File: src/rtl/core/iocw_pkg.sv
// ----------------------------------------------------------------------------
// iocw_pkg: shared types and constants for the completion watermark unit
// Window size, command and result words, cell control and sequencer states.
// ----------------------------------------------------------------------------
package iocw_pkg;

  // Depth of the early-completion bitmap, one cell per serial above watermark
  localparam int WINDOW = 64;
  localparam int IDX_W  = (WINDOW > 1) ? $clog2(WINDOW) : 1;
  localparam int SER_W  = 64;

  // Command codes
  localparam logic FUNC_ONE     = 1'b0;
  localparam logic FUNC_THROUGH = 1'b1;

  typedef struct packed {
    logic             func;
    logic [SER_W-1:0] serial;
  } in_t;

  typedef struct packed {
    logic [SER_W-1:0] watermark;
    logic             held_early;
    logic             dropped;
  } out_t;

  // Control broadcast to every cell of the row
  typedef struct packed {
    logic clear;
    logic shift;
  } slot_ctl_t;

  typedef enum logic [2:0] {
    ST_IDLE,
    ST_JUMP,
    ST_ABSORB,
    ST_CHASE,
    ST_REPORT
  } state_t;

endpackage

File: src/rtl/core/in_order_completion_watermark_unit.sv
// ----------------------------------------------------------------------------
// in_order_completion_watermark_unit: completion watermark with reorder row
// Ignore, hold, drop and wide jumps go from idle straight to report; a jump
// by d < WINDOW first shifts the row d cells down in the jump state, an
// advance passes absorb and then chases one early serial per cycle. busy is
// high after acceptance through the done cycle; start is taken only in idle.
// rst (synchronous) clears the watermark to zero and empties the row.
// ----------------------------------------------------------------------------
module in_order_completion_watermark_unit (
  input  logic           clk,
  input  logic           rst,
  input  logic           start,
  output logic           busy,
  input  iocw_pkg::in_t  cmd,
  output logic           done,
  output iocw_pkg::out_t res
);

  iocw_pkg::state_t             state, state_next;
  logic [iocw_pkg::SER_W-1:0]   wm, wm_next;
  logic                         held, held_next;
  logic                         drop, drop_next;
  logic [iocw_pkg::IDX_W-1:0]   cnt, cnt_next;

  iocw_pkg::slot_ctl_t          ctl;
  logic [iocw_pkg::WINDOW-1:0]  set_sel;
  logic                         head;

  logic [iocw_pkg::SER_W-1:0]   gap;
  logic [iocw_pkg::IDX_W-1:0]   gap_m1;
  logic                         above;
  logic                         in_win;
  logic                         wide_jump;

  // distance of the incoming serial above the watermark
  assign above     = cmd.serial > wm;
  assign gap       = cmd.serial - wm;
  assign gap_m1    = iocw_pkg::IDX_W'(gap - 64'd1);
  assign in_win    = gap <= 64'(iocw_pkg::WINDOW);
  assign wide_jump = gap >= 64'(iocw_pkg::WINDOW);

  iocw_chain u_chain (
    .clk     (clk),
    .rst     (rst),
    .ctl     (ctl),
    .set_sel (set_sel),
    .head    (head)
  );

  // sequencer: next state, watermark and row control
  always_comb begin
    state_next = state;
    wm_next    = wm;
    held_next  = held;
    drop_next  = drop;
    cnt_next   = cnt;
    ctl        = '0;
    set_sel    = '0;
    case (state)
      iocw_pkg::ST_IDLE: begin
        if (start) begin
          held_next  = 1'b0;
          drop_next  = 1'b0;
          state_next = iocw_pkg::ST_REPORT;
          if (above) begin
            if (cmd.func == iocw_pkg::FUNC_THROUGH) begin
              wm_next = cmd.serial;
              if (wide_jump) begin
                ctl.clear = 1'b1;
              end else begin
                cnt_next   = gap[iocw_pkg::IDX_W-1:0];
                state_next = iocw_pkg::ST_JUMP;
              end
            end else if (gap == 64'd1) begin
              wm_next    = cmd.serial;
              state_next = iocw_pkg::ST_ABSORB;
            end else if (in_win) begin
              set_sel[gap_m1] = 1'b1;
              held_next       = 1'b1;
            end else begin
              drop_next = 1'b1;
            end
          end
        end
      end
      // discard held serials one cell per cycle
      iocw_pkg::ST_JUMP: begin
        ctl.shift = 1'b1;
        cnt_next  = cnt - 1'b1;
        if (cnt == iocw_pkg::IDX_W'(1)) begin
          state_next = iocw_pkg::ST_REPORT;
        end
      end
      // the new watermark's own cell leaves the row
      iocw_pkg::ST_ABSORB: begin
        ctl.shift  = 1'b1;
        state_next = iocw_pkg::ST_CHASE;
      end
      // soak up consecutive early serials
      iocw_pkg::ST_CHASE: begin
        if (head) begin
          ctl.shift = 1'b1;
          wm_next   = wm + 64'd1;
        end else begin
          state_next = iocw_pkg::ST_REPORT;
        end
      end
      iocw_pkg::ST_REPORT: begin
        state_next = iocw_pkg::ST_IDLE;
      end
      default: begin
        state_next = iocw_pkg::ST_IDLE;
      end
    endcase
  end

  always_ff @(posedge clk) begin
    if (rst) begin
      state <= iocw_pkg::ST_IDLE;
      wm    <= '0;
      held  <= 1'b0;
      drop  <= 1'b0;
      cnt   <= '0;
    end else begin
      state <= state_next;
      wm    <= wm_next;
      held  <= held_next;
      drop  <= drop_next;
      cnt   <= cnt_next;
    end
  end

  // result word shown for the single report cycle
  assign busy           = state != iocw_pkg::ST_IDLE;
  assign done           = state == iocw_pkg::ST_REPORT;
  assign res.watermark  = wm;
  assign res.held_early = held;
  assign res.dropped    = drop;

endmodule

File: src/rtl/core/iocw_slot.sv
// ----------------------------------------------------------------------------
// iocw_slot: one cell of the early-completion row
// Holds one early bit; clears, loads from its upper neighbour or sets.
// ----------------------------------------------------------------------------
module iocw_slot (
  input  logic                clk,
  input  logic                rst,
  input  iocw_pkg::slot_ctl_t ctl,
  input  logic                set_bit,
  input  logic                from_up,
  output logic                bit_q
);

  logic bit_next;

  // clear wins, then shift toward the watermark, then a new early serial
  always_comb begin
    bit_next = bit_q;
    if (ctl.clear) begin
      bit_next = 1'b0;
    end else if (ctl.shift) begin
      bit_next = from_up;
    end else if (set_bit) begin
      bit_next = 1'b1;
    end
  end

  always_ff @(posedge clk) begin
    if (rst) begin
      bit_q <= 1'b0;
    end else begin
      bit_q <= bit_next;
    end
  end

endmodule

File: src/rtl/core/iocw_chain.sv
// ----------------------------------------------------------------------------
// iocw_chain: row of early-bit cells
// Cell k holds serial watermark+1+k; a shift moves every bit one cell down.
// ----------------------------------------------------------------------------
module iocw_chain (
  input  logic                        clk,
  input  logic                        rst,
  input  iocw_pkg::slot_ctl_t         ctl,
  input  logic [iocw_pkg::WINDOW-1:0] set_sel,
  output logic                        head
);

  logic [iocw_pkg::WINDOW-1:0] bits;
  logic [iocw_pkg::WINDOW:0]   feed;

  // top cell is fed zero; each other cell is fed by the one above it
  assign feed[iocw_pkg::WINDOW] = 1'b0;

  for (genvar k = 0; k < iocw_pkg::WINDOW; k++) begin : g_row
    iocw_slot u_slot (
      .clk     (clk),
      .rst     (rst),
      .ctl     (ctl),
      .set_bit (set_sel[k]),
      .from_up (feed[k+1]),
      .bit_q   (bits[k])
    );
    assign feed[k] = bits[k];
  end

  assign head = feed[0];

endmodule
File: config.mk
export PLATFORM = sky130hd
export DESIGN_NAME = in_order_completion_watermark_unit
export DESIGN_NICKNAME = d
export VERILOG_FILES = /design/src/rtl/core/iocw_pkg.sv /design/src/rtl/core/in_order_completion_watermark_unit.sv /design/src/rtl/core/iocw_slot.sv /design/src/rtl/core/iocw_chain.sv
export SDC_FILE = /design/constraint.sdc
export NUM_CORES = 1
export LEC_CHECK = 0
export BUFFER_PORTS_ARGS = -buffer_cell sky130_fd_sc_hd__buf_2
export CORE_MARGIN = 2
export CORE_UTILIZATION = 28
export CTS_CLUSTER_DIAMETER = 40
export DETAILED_ROUTE_END_ITERATION = 16
export SYNTH_ARGS = -nofsm -noshare
export SYNTH_HDL_FRONTEND = slang
export SYNTH_HIERARCHICAL = 1
export SYNTH_SLANG_ARGS = --single-unit
File: constraint.sdc
create_clock -name clk -period 11.6 [get_ports clk]
set_input_delay 1.16 -clock clk [delete_from_list [all_inputs] [get_ports clk]]
set_output_delay 1.16 -clock clk [all_outputs]
set_load 0.02 [all_outputs]
# --- Word-level counts from Yosys, hierarchy flattened ---
# Cells that the tools add are included.
classes:
  addsub: 4
  magnitude_cmp: 5
  eq_ne: 14
  n_reduce_logical: 75
  n_mux: 168
ops:
  columns: ["operator", "count"]
  rows:
  - ["2-to-1 mux 64 bit", 11]
  - ["2-to-1 mux 1 bit", 141]
  - ["nonzero test 2 bit", 65]
  - ["case mux 64 bit (2 select lines)", 1]
  - ["adder 64 x 1 -> 64 bit, second input constant", 1]
  - ["== test 64 x 1 -> 1 bit, second input constant", 1]
  - ["greater-or-equal comparator 64 x 7 -> 1 bit, second input constant", 1]
  - ["> comparator 64 bit", 1]
  - ["<= comparator 64 x 7 -> 1 bit, second input constant", 1]
  - ["subtractor 64 bit", 1]
  - ["2-to-1 mux 6 bit", 4]
  - ["2-to-1 mux 3 bit", 7]
  - ["inequality test 2 bit, second input constant", 6]
  - ["case mux 3 bit (4 select lines)", 1]
  - ["case mux 6 bit (2 select lines)", 1]
  - ["subtractor 6 x 1 -> 6 bit, second input constant", 2]
  - ["AND reduction 5 bit", 2]
  - ["less-than comparator 6 x 7 -> 1 bit, second input constant", 1]
  - ["demux 1 bit (select 6 bit)", 1]
  - ["== test 3 x 2 -> 1 bit, second input constant", 2]
  - ["== test 6 x 1 -> 1 bit, second input constant", 1]
  - ["greater-or-equal comparator 6 x 1 -> 1 bit, second input constant", 1]
  - ["OR reduction 2 bit", 2]
  - ["== test 3 x 1 -> 1 bit, second input constant", 1]
  - ["other kinds (10)", 10]
word_totals:
  reg_bits: 139
  out_inout_bits: 68
  wordCells: 335
  inputBits: 68

# --- Longest topological paths before layout ---
logic_depth:
  ltp_word: 14
  depth_mapped: 19
  depth_no_buf: 17

# --- Cells and area by module ---
# The synthesis kept the hierarchy.
by_module_without_submodules:
  columns: ["module", "n_inst", "area_per_inst_um2", "cells_each", "seq_area_each_um2"]
  rows:
  - ["in_order_completion_watermark_unit", 1, 10626.4, 1602, 1501.4]
  - ["iocw_slot", 64, 43.8, 4, 20.0]
  - ["iocw_chain", 1, 3.8, 1, 0.0]

# --- Worst setup path before layout ---
# Ideal clock, no wire load.
synth_path:
  path_type: "reg-to-reg"
  from: "reg state[1]"
  to: "reg u_chain.g_row[0].u_slot.bit_q"
  setup_ns: 0.610
  period_less_slack_ns: 11.994
  path_slack_ns: -0.394
  t_arrival_ns: 11.384
  stages_incl_launch_ff: 5
  path_buffers: 1
  required_time_ns: 10.990
  path_cell_list: "dfxtp_1 -> clkbuf_1 -> nor2_1 -> a211oi_1 -> a2111oi_2"
synth_lines:
  columns: ["element", "line", "source"]
  rows:
  - ["start: declaration", "in_order_completion_watermark_unit.sv:19", "iocw_pkg::state_t state, state_next;"]
  - ["start signal: assignment", "in_order_completion_watermark_unit.sv:119", "state <= iocw_pkg::ST_IDLE;"]
  - ["start signal: assignment", "in_order_completion_watermark_unit.sv:125", "state <= state_next;"]
  - ["end signal: assignment", "iocw_slot.sv:32", "bit_q <= bit_next;"]
  - ["end: declaration", "iocw_slot.sv:11", "output logic bit_q"]

# --- Worst setup path in the final report ---
layout_path:
  from: "in cmd[0] (netlist bit)"
  to: "reg wm[45] (netlist bit)"
layout_via:
  elab_chain_cells: 4
  word_cells_on_any_way: 6
  classes_between: "add/sub (1); order compare (1); eq/ne (3); reduce/logical (1)"
layout_lines:
  columns: ["element", "line", "source"]
  rows:
  - ["start: declaration", "in_order_completion_watermark_unit.sv:14", "input iocw_pkg::in_t cmd,"]
  - ["subtractor 64 bit", "in_order_completion_watermark_unit.sv:37", "assign gap = cmd.serial - wm;"]
  - ["== test 64 x 1 -> 1 bit", "in_order_completion_watermark_unit.sv:74", "end else if (gap == 64'd1) begin"]
  - ["inequality test 3 bit (no source line)", null, null]
  - ["AND reduction 5 bit (no source line) *", null, null]
  - ["end signal: assignment", "in_order_completion_watermark_unit.sv:126", "wm <= wm_next;"]
  - ["end: declaration", "in_order_completion_watermark_unit.sv:20", "logic [iocw_pkg::SER_W-1:0] wm, wm_next;"]
# Mark *: on every way between the ends. The rest lies on a longest branch, timed or not.
# A chain may end at the register's enable or synchronous reset.

==> metrics.cfg <==
[global_routing]
track_usage_pct=21.2
grt_start_max_net_pins=84
antenna_found_initial=0
grt_pass1_wl_um=83000
grt_pass1_vias=13900
grt.overflow.total=0

[timing]
setup_tns_ns=0
hold_slack_ns=0.469
clock_skew_ns=0.0171
period_share_pct=57.4
setup_viol=0
maxSlewViolCount=0
period_minus_slack_ns=6.66
worst_slew_pin_slew_ns=1.08
grt_setup_unrepaired=false
relSlewSlack_pct=28.0
hold_viol=0
fmax_ghz=0.150

[clock_tree]
clkSlewWorstSetupHoldPaths_ns=0.07
cts_buffers=17
htree_num_levels=4
cts_buffer_depth=2
cts_hold_buf=0
cts_tree=done
clk_latency_ns=0.48
cts_sinks=139
post_cts_resized=0
postCtsSetupBuffers=0
cts_root_buffer=clkbuf_16

[synth]
synthMuxAreaShare_pct=0.689
ys_warn_count=6
synthSimpleGateAreaFrac_pct=27.4
synth.most_common_cell=a21oi_1
synth-main-ff-cell=dfxtp_1
synth_compound_area_share_pct=33.3
synth_area_leaders=dfxtp_1, a2111oi_2, a21oi_1
async_reset_ff_share_pct=0
yosys.area_share.adder_pct=6.67
netlist_area_um2=13400
yosysTopAreaCell=dfxtp_1
synth-xor-area-share_pct=2.80
ys_ff_latch=139
postSynthCellCount=1859
synthesis.nets=1998
synth_common_cells=a21oi_1, nand2_1, inv_1, nor3_1, dfxtp_1
synth_top_area_share_pct=20.7
netlist-cell-type-count=85
avgSynthCellArea_um2=7.23
synth-edff-count=0
synth_top_family_by_area=compound AO/OA/AOI/OAI gates
synth.yosys.seq_area_share_pct=20.7

[cells_and_area]
fillers=5159
ff_latch_area_um2=2780
diodes=0
synthToLayoutAreaGrowth_pct=12.1
finalNetCount=2053
drive_gt1_share_pct=15.5
multi_input_area_um2=9580

[routing]
drt_iter0_markers=1451
routed_wl_um=54000
drc_errors=0
routed_via_density=5.86
dr.pass1.iters=6
ant_nets=0
wl_per_cell_um=21.2
vias=14900

[worst_setup_path]
startpoint_type=primary input
slowest_delay_ns=0.85
r2r_start=wm[21]
r2r_cells=16
cpMostUsedCell=a21o_1
critPathRequiredTime_ns=11.97
critPathKind=primary input to flip-flop
path_cells=buf_2 -> inv_1 -> ha_1 -> fa_1 -> nand2b_1 -> a211oi_1 -> o211ai_1 -> and2_1 -> a211oi_2 -> o311ai_1 -> a21o_1 -> a2111oi_0 -> nor4b_2 -> a21o_1 -> buf_4 -> o21ai_1 -> a31o_1
crit_arrival_ns=7.03
timing.rr.end=wm[45]
crit_family=compound AO/OA/AOI/OAI gates
path_buf_inv=3
slowest_stage=a21o_1
end_kind=flip-flop
cp_max_fo=23
r2r_slack_ns=5.20

[worst_hold_path]
min_path_type=flip-flop to flip-flop
worstHoldEndpoint=u_chain/g_row[62].u_slot/bit_q
holdPathStages=2
min_from=u_chain/g_row[63].u_slot/bit_q

[job]
drv.max_cap_violation_count=0

[placement]
routabilityCongestion=0.953
portBuffers=135
hpwl_um=41300

[power_and_ir_drop]
vdd_drop_max_mv=0.0776
power.density_nw_per_um2=110
p_leak_nw=5.14

[floorplanning]
core_um2=47500
dieWidth_um=223
io_pins=136
start_util_pct=28.3
die_h_um=223
die_area_um2=49700
num_rows=80

[outcome]
status=finished clean

-- cell families after synthesis --
kind of cell               Yosys count
AOI/OAI and AO/OA                  613
xor gates and xnor gates            43
adders and majority gates           71
buffers and inverters              267
DFF                                139
muxes                                9
other                                1
and+or+nand+nor                    716
-- power breakdown --
part / leakage, nW / total [W] / internal, W / switching [W]
Combinational: 3.74 / 0.000589 / 0.000177 / 0.000413
Sequential: 1.13 / 0.000516 / 0.000492 / 0.0000240
Clock: 0.272 / 0.000555 / 0.000287 / 0.000268
-- flip-flops by register name, indices dropped and copies added, names as in the netlist --
signal,cells
held,1
wm,64
u_chain/g_row.u_slot/bit_q,64
state,3
drop,1
cnt,6
-- cells in the final DEF (no fill, tap or decap), types with 8 or more instances in the layout --
cell type    n
buf_4       13
nand2_1    181
clkbuf_16   17
a211oi_1    19
a21o_1      21
o21ai_0     72
buf_2      134
or3_1       14
o22ai_1     10
o211ai_1    13
ha_1        70
a22oi_1     10
xor2_1      25
and2_1      41
o21a_1      15
a31o_1      12
nand4_1     54
nand3_1     43
nor3_1     142
a31oi_1     25
dfxtp_1    139
xnor2_1     18
inv_1      154
o21bai_1    10
and3_1      24
o32ai_1     23
a2111oi_2   64
o31ai_1     21
nor3_2      21
nor4_1      20
nor2_1     117
a21oi_1    188
nand2b_1    10
o211a_1      8
o21ai_1     38
-- layer usage --
layer | GRT usage, % | share of wire (%) | vias to the layer above
met4 | 5.85 | 2.0 | 0
met2 | 34.3 | 46 | 594
met1 | 29.2 | 46 | 7191
met5 | 0 | 0 | -
met3 | 3.42 | 6.3 | 71
li1 | - | - | 7049
-- area by class of cell --
cell class	count	area share, %
multi-input cells	1453	63.6
flip-flops and latches	139	18.5
repair buffers	148	5.18
well taps	615	5.11
inverters	155	3.86
clock buffers	18	2.92
clock inverters	14	0.831
-- worst max path at each step --
stage / startpoint / endpoint / depth (start not counted)
final: cmd[0] / wm[45] / 17
after global placement: cmd[0] / wm[45] / 17
after global routing: cmd[0] / wm[35] / 17
after detailed placement: cmd[0] / wm[45] / 17
after floorplan: cmd[0] / u_chain/g_row[0].u_slot/bit_q / 16
after CTS: cmd[0] / wm[45] / 17
-- through the flow --
| stage | cell area [µm²] | setup slack (ns) | util [%] | total power [W] | cells |
|---|---|---|---|---|---|
| 4_1_cts | 15100 | 4.97 | 31.7 | 0.00166 | 2542 |
| 2_1_floorplan | 13400 | 3.06 | - | 0.000910 | 1859 |
| 3_5_place_dp | 14500 | 4.50 | 30.5 | 0.00110 | 2510 |
| 5_1_grt | 15100 | 4.54 | 31.7 | 0.00174 | 2542 |
| 6_report | 15100 | 4.94 | 31.7 | 0.00166 | 2542 |
| 3_3_place_gp | 14500 | 4.58 | 30.5 | 0.00110 | 2510 |
-- worst reg2reg max path: stages (launching register included) --
cell and delay [ns]:
dfxtp_1 0.48, inv_1 0.10, ha_1 0.47, a21oi_1 0.44, o21ai_1 0.20, nor2b_1 0.14, a31oi_1 0.11, buf_4 0.21
a211oi_1 0.75, o31ai_1 0.23, xor2_1 0.27, a2111oi_0 0.79, nor4b_2 0.50, a21o_1 0.85, buf_4 0.42, o21ai_1 0.11
a31o_1 0.24
(Power assumes the default switching activity.)
